## src/design/bpm_pkg.sv

```systemverilog
// Shared types and constants for the buffer pool mailbox.
// Holds the word formats, operation and status codes, and the
// command/status structs between controller and datapath. No dependencies.
package bpm_pkg;

  localparam int NUM_BUFFERS = 16;
  localparam int IDX_W       = 4;
  localparam int LEN_W       = 16;
  localparam int CNT_W       = $clog2(NUM_BUFFERS + 1);
  localparam int MODE_W      = 3;
  localparam int STATUS_W    = 3;

  localparam logic [LEN_W-1:0] MAX_LENGTH_RST = LEN_W'(16);

  localparam logic [MODE_W-1:0] MODE_ALLOC = 3'd0;
  localparam logic [MODE_W-1:0] MODE_FREE  = 3'd1;
  localparam logic [MODE_W-1:0] MODE_SEND  = 3'd2;
  localparam logic [MODE_W-1:0] MODE_RECV  = 3'd3;
  localparam logic [MODE_W-1:0] MODE_DRAIN = 3'd4;
  localparam logic [MODE_W-1:0] MODE_QUERY = 3'd5;

  localparam logic [STATUS_W-1:0] STS_OK         = 3'd0;
  localparam logic [STATUS_W-1:0] STS_BAD_LENGTH = 3'd1;
  localparam logic [STATUS_W-1:0] STS_POOL_EMPTY = 3'd2;
  localparam logic [STATUS_W-1:0] STS_NOT_OWNED  = 3'd3;
  localparam logic [STATUS_W-1:0] STS_RING_FULL  = 3'd4;
  localparam logic [STATUS_W-1:0] STS_RING_EMPTY = 3'd5;

  typedef struct packed {
    logic [MODE_W-1:0] mode;
    logic [IDX_W-1:0]  buffer_index;
    logic [LEN_W-1:0]  length;
  } req_t;

  typedef struct packed {
    logic [STATUS_W-1:0] status;
    logic [IDX_W-1:0]    buffer_index_out;
    logic [LEN_W-1:0]    length_out;
    logic [CNT_W-1:0]    free_count;
  } rsp_t;

  // controller -> datapath
  typedef struct packed {
    logic load;        // capture request word into the op register
    logic commit;      // execute op and write the response register
    logic drain_step;  // pop one ring entry and recycle it if it is owned
  } cmd_t;

  // datapath -> controller
  typedef struct packed {
    logic drain_op;
    logic ring_empty;
    logic out_free;
  } stat_t;

endpackage

```

## src/design/bpm_datapath.sv

```systemverilog
// Datapath of the buffer pool mailbox: free stack, owned flags, lengths,
// index ring memory, ring pointers and the response register.
// Depends on bpm_pkg; driven by bpm_controller commands.
module bpm_datapath
  import bpm_pkg::*;
#(
  parameter int RING_DEPTH = 16
) (
  input  logic             clk,
  input  logic             rst,
  input  logic             cfg_we,
  input  logic [LEN_W-1:0] cfg_wdata,
  input  req_t             req,
  input  cmd_t             cmd,
  output stat_t            stat,
  output logic             rsp_valid,
  input  logic             rsp_ready,
  output rsp_t             rsp
);

  localparam int PTR_W = (RING_DEPTH > 1) ? $clog2(RING_DEPTH) : 1;
  localparam int OCC_W = $clog2(RING_DEPTH + 1);

  logic [LEN_W-1:0] max_length;
  req_t             op;

  logic [IDX_W-1:0] free_stack [NUM_BUFFERS];
  logic [CNT_W-1:0] free_top, free_top_next;
  logic [NUM_BUFFERS-1:0] owned;
  logic [LEN_W-1:0] lengths [NUM_BUFFERS];

  logic [IDX_W-1:0] ring [RING_DEPTH];
  logic [IDX_W-1:0] rd_q;
  logic [PTR_W-1:0] wr_ptr, rd_ptr, wr_ptr_next, rd_ptr_next;
  logic [OCC_W-1:0] occ;

  logic             stk_we;
  logic [IDX_W-1:0] stk_addr, stk_wdata;
  logic             own_we, own_val;
  logic [IDX_W-1:0] own_addr;
  logic             len_we;
  logic [IDX_W-1:0] len_addr;
  logic [LEN_W-1:0] len_wdata;
  logic             ring_we, rd_adv;

  logic [CNT_W-1:0] top_m1;
  logic [IDX_W-1:0] pop_idx, rec_idx;
  logic             can_rec, len_over;
  rsp_t             res;

  assign top_m1   = free_top - 1'b1;
  assign pop_idx  = free_stack[top_m1[IDX_W-1:0]];
  assign rec_idx  = cmd.drain_step ? rd_q : op.buffer_index;
  assign can_rec  = owned[rec_idx] && (free_top < CNT_W'(NUM_BUFFERS));
  assign len_over = op.length > max_length;

  assign wr_ptr_next = !ring_we ? wr_ptr :
                       (wr_ptr == PTR_W'(RING_DEPTH - 1)) ? '0 : wr_ptr + 1'b1;
  assign rd_ptr_next = !rd_adv ? rd_ptr :
                       (rd_ptr == PTR_W'(RING_DEPTH - 1)) ? '0 : rd_ptr + 1'b1;

  always_comb begin
    free_top_next = free_top;
    stk_we        = 1'b0;
    stk_addr      = free_top[IDX_W-1:0];
    stk_wdata     = rec_idx;
    own_we        = 1'b0;
    own_val       = 1'b0;
    own_addr      = rec_idx;
    len_we        = 1'b0;
    len_addr      = op.buffer_index;
    len_wdata     = op.length;
    ring_we       = 1'b0;
    rd_adv        = 1'b0;
    res           = '0;
    res.status    = STS_OK;

    if (cmd.commit) begin
      case (op.mode)
        MODE_ALLOC: begin
          if (len_over) begin
            res.status = STS_BAD_LENGTH;
          end else if (free_top == '0) begin
            res.status = STS_POOL_EMPTY;
          end else begin
            free_top_next        = top_m1;
            own_we               = 1'b1;
            own_val              = 1'b1;
            own_addr             = pop_idx;
            len_we               = 1'b1;
            len_addr             = pop_idx;
            len_wdata            = '0;
            res.buffer_index_out = pop_idx;
          end
        end
        MODE_FREE: begin
          if (can_rec) begin
            own_we        = 1'b1;
            stk_we        = 1'b1;
            free_top_next = free_top + 1'b1;
          end else begin
            res.status = STS_NOT_OWNED;
          end
        end
        MODE_SEND: begin
          if (op.length == '0 || len_over) begin
            res.status = STS_BAD_LENGTH;
          end else if (!owned[op.buffer_index]) begin
            res.status = STS_NOT_OWNED;
          end else if (occ == OCC_W'(RING_DEPTH)) begin
            res.status = STS_RING_FULL;
          end else begin
            len_we         = 1'b1;
            ring_we        = 1'b1;
            res.length_out = op.length;
          end
        end
        MODE_RECV: begin
          if (occ == '0) begin
            res.status = STS_RING_EMPTY;
          end else begin
            rd_adv               = 1'b1;
            res.buffer_index_out = rd_q;
            res.length_out       = lengths[rd_q];
          end
        end
        default: begin
          // drain end, query and unused codes only report the count
        end
      endcase
    end else if (cmd.drain_step) begin
      rd_adv = 1'b1;
      if (can_rec) begin
        own_we        = 1'b1;
        stk_we        = 1'b1;
        free_top_next = free_top + 1'b1;
      end
    end
    res.free_count = free_top_next;
  end

  // control state
  always_ff @(posedge clk) begin
    if (rst) begin
      max_length <= MAX_LENGTH_RST;
      free_top   <= CNT_W'(NUM_BUFFERS);
      owned      <= '0;
      wr_ptr     <= '0;
      rd_ptr     <= '0;
      occ        <= '0;
      rsp_valid  <= 1'b0;
      for (int i = 0; i < NUM_BUFFERS; i++) begin
        free_stack[i] <= IDX_W'(i);
      end
    end else begin
      if (cfg_we) begin
        max_length <= cfg_wdata;
      end
      free_top <= free_top_next;
      if (own_we) begin
        owned[own_addr] <= own_val;
      end
      if (stk_we) begin
        free_stack[stk_addr] <= stk_wdata;
      end
      wr_ptr <= wr_ptr_next;
      rd_ptr <= rd_ptr_next;
      if (ring_we) begin
        occ <= occ + 1'b1;
      end else if (rd_adv) begin
        occ <= occ - 1'b1;
      end
      if (cmd.commit) begin
        rsp_valid <= 1'b1;
      end else if (rsp_ready) begin
        rsp_valid <= 1'b0;
      end
    end
  end

  // payload registers
  always_ff @(posedge clk) begin
    if (cmd.load) begin
      op <= req;
    end
    if (len_we) begin
      lengths[len_addr] <= len_wdata;
    end
    if (cmd.commit) begin
      rsp <= res;
    end
  end

  // index ring: one write port, registered read at the next read pointer
  always_ff @(posedge clk) begin
    if (ring_we) begin
      ring[wr_ptr] <= op.buffer_index;
    end
    rd_q <= ring[rd_ptr_next];
  end

  assign stat.drain_op   = (op.mode == MODE_DRAIN);
  assign stat.ring_empty = (occ == '0);
  assign stat.out_free   = !rsp_valid || rsp_ready;

  // every buffer is either on the free stack or owned
  a_pool_conserved: assert property (@(posedge clk) disable iff (rst)
    ($countones(owned) + int'(free_top)) == NUM_BUFFERS)
    else $error("owned flags and free stack disagree");

  a_occ_range: assert property (@(posedge clk) disable iff (rst)
    int'(occ) <= RING_DEPTH)
    else $error("ring occupancy out of range");

endmodule

```

## src/design/bpm_controller.sv

```systemverilog
// Controller of the buffer pool mailbox: sequences accept, execute
// and ring drain. Depends on bpm_pkg; drives bpm_datapath.
module bpm_controller
  import bpm_pkg::*;
(
  input  logic  clk,
  input  logic  rst,
  input  logic  req_valid,
  output logic  req_ready,
  input  stat_t stat,
  output cmd_t  cmd
);

  typedef enum logic [1:0] {
    S_IDLE = 2'b01,
    S_EXEC = 2'b10
  } state_t;

  state_t state, state_next;

  always_comb begin
    state_next     = state;
    cmd            = '0;
    req_ready      = 1'b0;
    case (state)
      S_IDLE: begin
        // no word is taken while reset is held
        req_ready = !rst;
        if (req_valid && !rst) begin
          cmd.load   = 1'b1;
          state_next = S_EXEC;
        end
      end
      S_EXEC: begin
        if (stat.drain_op && !stat.ring_empty) begin
          cmd.drain_step = 1'b1;
        end else if (stat.out_free) begin
          cmd.commit = 1'b1;
          state_next = S_IDLE;
        end
      end
      default: begin
        state_next = S_IDLE;
      end
    endcase
  end

  always_ff @(posedge clk) begin
    if (rst) begin
      state <= S_IDLE;
    end else begin
      state <= state_next;
    end
  end

  a_commit_room: assert property (@(posedge clk) disable iff (rst)
    cmd.commit |-> stat.out_free)
    else $error("response written while the slot is full");

  a_load_exec: assert property (@(posedge clk) disable iff (rst)
    cmd.load |=> (state == S_EXEC))
    else $error("accepted word not executed");

endmodule

```

## src/design/buffer_pool_mailbox_unit.sv

```systemverilog
// Buffer pool mailbox: a LIFO free list of 16 buffers plus a ring of indices.
// Each accepted word is executed before the next is accepted: the controller
// accepts in S_IDLE and executes in S_EXEC; drain first pops the ring, one
// ring entry per cycle, then commits. A commit waits while a response is
// pending, but a pending response does not block the next accept.
// Sync reset: all buffers free, ring empty, max_length 16; no clearing pass.
module buffer_pool_mailbox_unit
  import bpm_pkg::*;
#(
  parameter int RING_DEPTH = 16
) (
  input  logic             clk,
  input  logic             rst,
  input  logic             cfg_we,
  input  logic [LEN_W-1:0] cfg_wdata,
  input  logic             req_valid,
  output logic             req_ready,
  input  req_t             req,
  output logic             rsp_valid,
  input  logic             rsp_ready,
  output rsp_t             rsp
);

  cmd_t  cmd;
  stat_t stat;

  bpm_controller u_ctrl (
    .clk       (clk),
    .rst       (rst),
    .req_valid (req_valid),
    .req_ready (req_ready),
    .stat      (stat),
    .cmd       (cmd)
  );

  bpm_datapath #(
    .RING_DEPTH (RING_DEPTH)
  ) u_dp (
    .clk       (clk),
    .rst       (rst),
    .cfg_we    (cfg_we),
    .cfg_wdata (cfg_wdata),
    .req       (req),
    .cmd       (cmd),
    .stat      (stat),
    .rsp_valid (rsp_valid),
    .rsp_ready (rsp_ready),
    .rsp       (rsp)
  );

endmodule
```

## config.mk

```make
export PLATFORM = sky130hd
export DESIGN_NAME = buffer_pool_mailbox_unit
export DESIGN_NICKNAME = d
export VERILOG_FILES = /design/src/design/bpm_pkg.sv /design/src/design/bpm_datapath.sv /design/src/design/bpm_controller.sv /design/src/design/buffer_pool_mailbox_unit.sv
export SDC_FILE = /design/constraint.sdc
export NUM_CORES = 1
export LEC_CHECK = 0
export BUFFER_PORTS_ARGS = -buffer_cell sky130_fd_sc_hd__buf_2
export CAP_MARGIN = 20
export CORE_UTILIZATION = 45
export DETAILED_ROUTE_END_ITERATION = 12
export PLACE_DENSITY = 0.68
export SYNTH_ARGS = -nofsm -noshare
export SYNTH_HDL_FRONTEND = slang
export SYNTH_SLANG_ARGS = --single-unit
```

## constraint.sdc

```tcl
create_clock -name clk -period 6.6 [get_ports clk]
set_clock_uncertainty 0.15 [all_clocks]
set_input_delay 0.66 -clock clk [delete_from_list [all_inputs] [get_ports clk]]
set_output_delay 0.66 -clock clk [all_outputs]
set_load 0.005 [all_outputs]
```

==> results of run 1 <==
worst paths after layout:
path	start	to	slack (ns)	cells past startpoint
hold / removal	req[21]	u_dp.op[21]	0.11	1
setup / recovery	u_dp.free_top[0]	u_dp.lengths[4][8]	1.38	10
setup reg to reg	u_dp.free_top[0]	u_dp.lengths[4][8]	1.38	10
hold reg to reg	u_dp.max_length[8]	u_dp.max_length[8]	0.36	2
metrics by stage:
| stage | setup slack (ns) | instance area (sq um) | utilization | hold WS [ns] | power, mW |
|---|---|---|---|---|---|
| global route | 1.15 | 23500 | 0.516 | 0.0930 | 6.40 |
| detailed placement | 1.44 | 21900 | 0.480 | 0.342 | 3.63 |
| CTS | 1.44 | 23400 | 0.514 | 0.0928 | 6.27 |
| finish | 1.38 | 23500 | 0.516 | 0.111 | 6.24 |
| global placement | 1.53 | 21900 | 0.480 | 0.327 | 3.62 |
| floorplan | 0.818 | 20900 | - | 0.309 | 3.56 |
per-layer routing:
| layer | track usage | vias to the layer above |
|---|---|---|
| li1 | - | 5143 |
| met1 | 0.313 | 6165 |
| met2 | 0.316 | 545 |
| met3 | 0.0414 | 89 |
| met4 | 0.0509 | 0 |
| met5 | 0 | - |
final cells by class:
class                           count  area [sq um]
Inverter                           36           135
Sequential cell                   492         14200
Clock inverter                     22           215
Multi-Input combinational cell    653          6270
Clock buffer                       61          1340
Timing Repair Buffer               97           573
Fill cell                        3576         22100
Tap cell                          600           751
synthesized netlist by cell type (2+ instances only):
cell type,count,area share
a21boi_0,7,0.0025
inv_1,35,0.0063
a31o_2,4,0.0017
a221o_1,3,0.0014
nor2b_1,7,0.0021
mux2_2,2,0.0011
a221oi_1,3,0.0013
ha_1,29,0.017
a211o_1,3,0.0013
buf_6,4,0.0022
o21ai_1,5,0.0012
buf_2,10,0.0024
nand4_1,18,0.0054
nor2_1,91,0.016
a2111oi_0,2,0.00084
or4_1,2,0.00072
a21oi_1,38,0.0091
nor4_1,8,0.0024
and3_1,10,0.0030
nand2b_1,12,0.0036
nor3_1,38,0.0091
or3b_1,2,0.00084
a22o_1,20,0.0084
dfxtp_1,57,0.055
o21ai_0,24,0.0058
a31oi_1,15,0.0045
or3_1,6,0.0018
nand3_2,3,0.0014
o21a_1,5,0.0018
nor3b_1,7,0.0025
xor2_1,2,0.00084
mux2i_1,34,0.016
nand3_1,20,0.0048
xnor2_1,7,0.0029
and2_1,19,0.0057
buf_1,13,0.0023
a21o_1,4,0.0014
nand2_1,40,0.0072
clkbuf_1,45,0.0081
a211oi_1,22,0.0079
edfxtp_1,435,0.63
mux4_2,122,0.13
where the power goes:
group / switching [mW] / internal (mW)
logic: 0.104 / 0.0457
registers: 0.0159 / 3.39
clock network: 1.16 / 1.52
total: 1.28 / 4.96
flip-flops by register name, summed over array words and instances, names as in the netlist:
| name | count |
|---|---|
| u_dp.free_stack | 64 |
| u_dp.owned | 16 |
| u_dp.max_length | 16 |
| u_ctrl.state | 2 |
| u_dp.free_top | 5 |
| u_dp.rd_ptr | 4 |
| u_dp.rsp | 28 |
| u_dp.ring | 64 |
| u_dp.rd_q | 4 |
| u_dp.rsp_valid | 1 |
| u_dp.occ | 5 |
| u_dp.op | 23 |
| u_dp.lengths | 256 |
| u_dp.wr_ptr | 4 |
worst max-delay path: cells and delay by family, from the launching register on:
kind	cells	cell delay, ns
AND/OR/NAND/NOR	2	1.45
flip-flops	1	0.31
adder cells (fa/ha/maj)	1	0.86
buffers and inverters	3	0.68
multiplexers	2	0.72
AO/OA/AOI/OAI	2	0.66
layout by cell type, fill, tap and decap left out, drive strengths merged, types with 35 or more instances in the layout:
cell      n
edfxtp  435
mux4    122
buf      97
nor2     91
clkbuf   61
dfxtp    57
nand2    40
nor3     39
a21oi    38
inv      36
mux2i    35
logic make-up after synthesis:
| group | Yosys count | share of synthesized area |
|---|---|---|
| simple gates | 289 | 0.0704 |
| flops | 492 | 0.681 |
| buf+inv | 109 | 0.0218 |
| compound gates | 165 | 0.0543 |
| mux | 160 | 0.150 |
| fa+ha+maj | 30 | 0.0184 |
| xor+xnor | 9 | 0.00378 |
==> metrics, run 1 <==
die width 217 um; largest net degree at the start of global routing 63; Synthesis Warnings 0; endpoints failing setup 0; Slew Limit Headroom 0.266; nets@finish between 1000 and 1500; setup TNS 0 ns; CTS H-tree depth 2; share of layout cells above drive strength 1 0.244; Max Buffers Root-to-Sink 3; vias post-DR ~12000; die area 47200 sq um; port bufs 73; cts repair resizes 0; final critical-path required period 5.22 ns; core area 45600 sq um; Slew Viols, Final 0; Initial Utilization 0.458; Max Freq 192 MHz; ys flop type edfxtp_1; Via density 6.09; critical path class flop to flop; root buf cell clkbuf_16; Post CTS Setup Buffer Count 0; power per cell area approximately 270 nW/um^2; outcome finished, final reports clean; worst path required time 6.64 ns; vias in the first global route 11700; IO Pins between 70 and 80; slowest cell on the critical path ha_1; EDFF count, synth 435; cell mode on critical path inv_1; Peak VDD IR 0.234 mV; drt wl/cell roughly 25 um; Hold Fails Final Rpt 0; WL final 48.7 mm; max layer used met4; Clock Pin Slew Worst Setup and Hold Paths 0.07 ns; Avg Inst Size Synth 16.6 sq um; Initial DRC Count 1466; metal3 WL 4.07 mm; Final ANT Viol Nets 0; Net Count, Synth 1328; Mapped Area between 20000 and 25000 sq um; Final Wtd Congestion between 0.9 and 1; GR Util All Layers 0.210; die height 217 um; crit path cell chain buf_4 -> inv_1 -> ha_1 -> mux4_2 -> mux2_2 -> a21oi_1 -> inv_1 -> nor3_1 -> a31oi_1 -> nor2_2; drt first pass iters 6; total CTS buffers 47; crit path max fanout 23; Max-Cap Viols 0; Clock Latency Late Sink 0.58 ns; number of hold buffers added after CTS 0; Pleak around 7.5 nW; # diodes 0; distinct cell type count after synthesis 63; Metal-1 WL 21.4 mm; CTS Sinks 492; Async S/R FF share, synth 0; met2 routed WL 22.2 mm; Area Overhead vs Synth 12.6%; first-pass GRT wire length 73.6 mm; number of synthesized register bits 492; critical path capture point type flop; CTS tree done; RSZ-0062 raised after global routing false; Slew @ Worst Pin 1.10 ns; Placed Cells 1875; total gr overflow 0; fin crit share 0.791; nature of the critical path startpoint flop; Non-Filler Instances 1961; Seq/Total Area, Yosys 0.681; Mapped Cells 1254; drt drc 0; initial antenna violation count 1; Site Rows a little under 80; Hold Path Class primary input to flop; hpwl dp 32.8 mm; Crit path largest cell delay around 0.86 ns; arrival time worst endpoint 5.26 ns
(Power assumes the default switching activity.)
==> run 2: changes to the inputs <==
--- a/config.mk
+++ b/config.mk
@@ -9,7 +9,7 @@
 export CAP_MARGIN = 20
 export CORE_UTILIZATION = 45
 export DETAILED_ROUTE_END_ITERATION = 12
-export PLACE_DENSITY = 0.68
+export PLACE_DENSITY = 0.7
 export SYNTH_ARGS = -nofsm -noshare
 export SYNTH_HDL_FRONTEND = slang
 export SYNTH_SLANG_ARGS = --single-unit
==> constraint.sdc (replaced) <==
create_clock -name clk -period 4.2 [get_ports clk]
set_clock_uncertainty 0.15 [all_clocks]
set_input_delay 0.42 -clock clk [delete_from_list [all_inputs] [get_ports clk]]
set_output_delay 0.42 -clock clk [all_outputs]
set_load 0.005 [all_outputs]
==> metrics, run 2 (same netlist as run 1, synthesis figures left out) <==
fin crit share 0.924 (+0.134); root buf cell clkbuf_16; Hold Fails Final Rpt 0 (unchanged); Slew Limit Headroom 0.290 (+0.0239); cts repair resizes 0 (unchanged); Largest regs u_dp.lengths (256), u_dp.free_stack (64), u_dp.ring (64); total CTS buffers 48 (+2.1%); share of layout cells above drive strength 1 0.254 (+0.0100); reg2reg start u_dp.op[7]; total gr overflow 0 (unchanged); # diodes 0 (unchanged); Clock Latency Late Sink 0.57 ns (about the same); Pleak 7.85 nW (+4.4%); pre-CTS setup slack 0.349 ns (-1.09 ns); initial antenna violation count 1 (unchanged); critical path capture point type flop; worst path required time 4.48 ns (-2.16 ns); Reg power frac 0.557 (+0.010); crit path max fanout 5 (-78%); largest net degree at the start of global routing 61 (-3.2%); port bufs 73 (unchanged); IO Pins 74 (unchanged); WL final 48.5 mm (-0.45%); RSZ-0062 raised after global routing false; CTS H-tree depth 2 (unchanged); vias post-DR 11900 (-0.10%); drt wl/cell 23.7 um (-4.5%); hpwl dp 31.1 mm (-5.4%); Max Freq 258 MHz (+34%); final worst setup slack 0.318 ns (-1.06 ns); WHS 0.0702 ns (-0.0407 ns); Hold Path Class primary input to flop; vias in the first global route 12100 (+3.5%); Slew @ Worst Pin 1.07 ns (-0.0347 ns); die height 217 um (unchanged); Max-Cap Viols 0 (unchanged); combinational power share 0.028 (+0.004); Psw 1.97 mW (+54%); Initial DRC Count 1413 (-3.6%); nets@finish 1483 (+5.9%); hold path depth 4 (+3); hold worst-path end u_dp.rsp_valid; drt first pass iters 5 (-1); die area 47200 sq um (unchanged); final critical-path required period 3.88 ns (-1.34 ns); drt drc 0 (unchanged); Peak VDD IR 0.319 mV (+37%); most common cell after layout, fill and taps aside edfxtp_1; Area Overhead vs Synth 15.7%; outcome finished, final reports clean; Reg-to-Reg End u_dp.occ[4]; power per cell area 399 nW/um^2 (+50%); die width 217 um (unchanged); critical path class flop to flop; Final ANT Viol Nets 0 (unchanged); arrival time worst endpoint 4.16 ns (-1.10 ns); most frequent cells in the layout edfxtp_1 (435), mux4_2 (122), nor2_1 (79), buf_2 (73), buf_4 (64); CTS tree done; max reg flops 256 (unchanged); first-pass GRT wire length 74.2 mm (+0.76%); Max Buffers Root-to-Sink 3 (unchanged); setup TNS 0 ns (unchanged); Final Wtd Congestion 0.938 (-1.1%); Initial Utilization 0.458 (unchanged); R2R cell count 12 (+2); core area 45600 sq um (unchanged); Top reg by flops u_dp.lengths; Switching Share 0.204 (-0.000673); Slew Viols, Final 0 (unchanged); GR Util All Layers 0.209 (about the same); endpoints failing setup 0 (unchanged); CTS Sinks 492 (unchanged); nature of the critical path startpoint flop; R2R Setup Slk 0.32 ns (-1.06 ns); Via density 5.83 (-4.2%); internal power 7.66 mW (+54%); clock network power share 0.415 (-0.014); Clock Pin Slew Worst Setup and Hold Paths 0.06 ns (about the same); Site Rows 78 (unchanged); hold path start rsp_ready
==> run 2: cell types whose count changed in the layout (fill, tap and decap cells not counted), moves of 4 or more <==
| cell | previous run | this run |
|---|---|---|
| buf_4 | 22 | 64 |
| clkbuf_1 | 5 | 14 |
| clkbuf_8 | 7 | 3 |
| clkinv_1 | 5 | 10 |
| dlygate4sd3_1 | 0 | 39 |
| nor2_2 | 12 | 6 |
| nor2_4 | 0 | 6 |
==> run 2: critical path, stage by stage, from the launching register on <==
cell and delay (ns):
edfxtp_1 0.43, ha_1 0.36, a211o_1 0.31, o31ai_1 0.37, a31oi_1 0.28, nor3_2 0.46
inv_1 0.17, ha_1 0.37, a21o_1 0.19, a21oi_1 0.18, mux2i_1 0.28, xnor2_1 0.14
nor2_1 0.05
==> run 2: final cells by class <==
cell class | count | area, sq um
multi-input cells | 653 | 6330
fillers | 3564 | 21400
clock buffers | 65 | 1290
repair buffers | 178 | 1280
clock inverters | 21 | 146
inverters | 36 | 135
flip-flops and latches | 492 | 14200
well taps | 600 | 751
==> run 2: power by group through the flow <==
stage                     Sequential (mW)  Clock [mW]  Combinational (mW)
after floorplan                      5.46           0               0.139
after global placement               5.46           0               0.237
after detailed placement             5.46           0               0.241
after CTS                            5.36        4.04               0.271
after global routing                 5.36        4.24               0.297
final                                5.36        3.99               0.273
==> run 2: metrics by stage <==
stage	power, mW	utilization	instances	cell area (sq um)
after floorplan	5.59	-	1254	21000
after global placement	5.70	0.490	1920	22300
after detailed placement	5.70	0.490	1920	22300
after CTS	9.67	0.530	2045	24100
after global routing	9.89	0.530	2045	24100
final	9.62	0.530	2045	24100
==> run 2: layer usage <==
layer	up-vias	global-route usage	routed length [um]
met5	-	0	0
met4	0	0.0643	1240
li1	5309	-	-
met1	6053	0.296	20900
met3	79	0.0319	3230
met2	489	0.336	23100
==> run 2: worst max-delay path by stage <==
stage	start	end	depth (start not counted)
after floorplan	u_dp.occ[0]	u_dp.lengths[15][0]	8
after global placement	u_dp.op[7]	u_dp.occ[4]	12
after detailed placement	u_dp.op[7]	u_dp.occ[4]	12
after CTS	u_dp.op[7]	u_dp.occ[4]	12
after global routing	u_dp.op[7]	u_dp.occ[4]	12
final	u_dp.op[7]	u_dp.occ[4]	12
==> run 2: what timing repair did <==
| action | CTS | global route |
|---|---|---|
| hold buffers | 39 | 0 |
| hold endpoints to repair | 39 | 0 |
| buffers inserted | 0 | 0 |
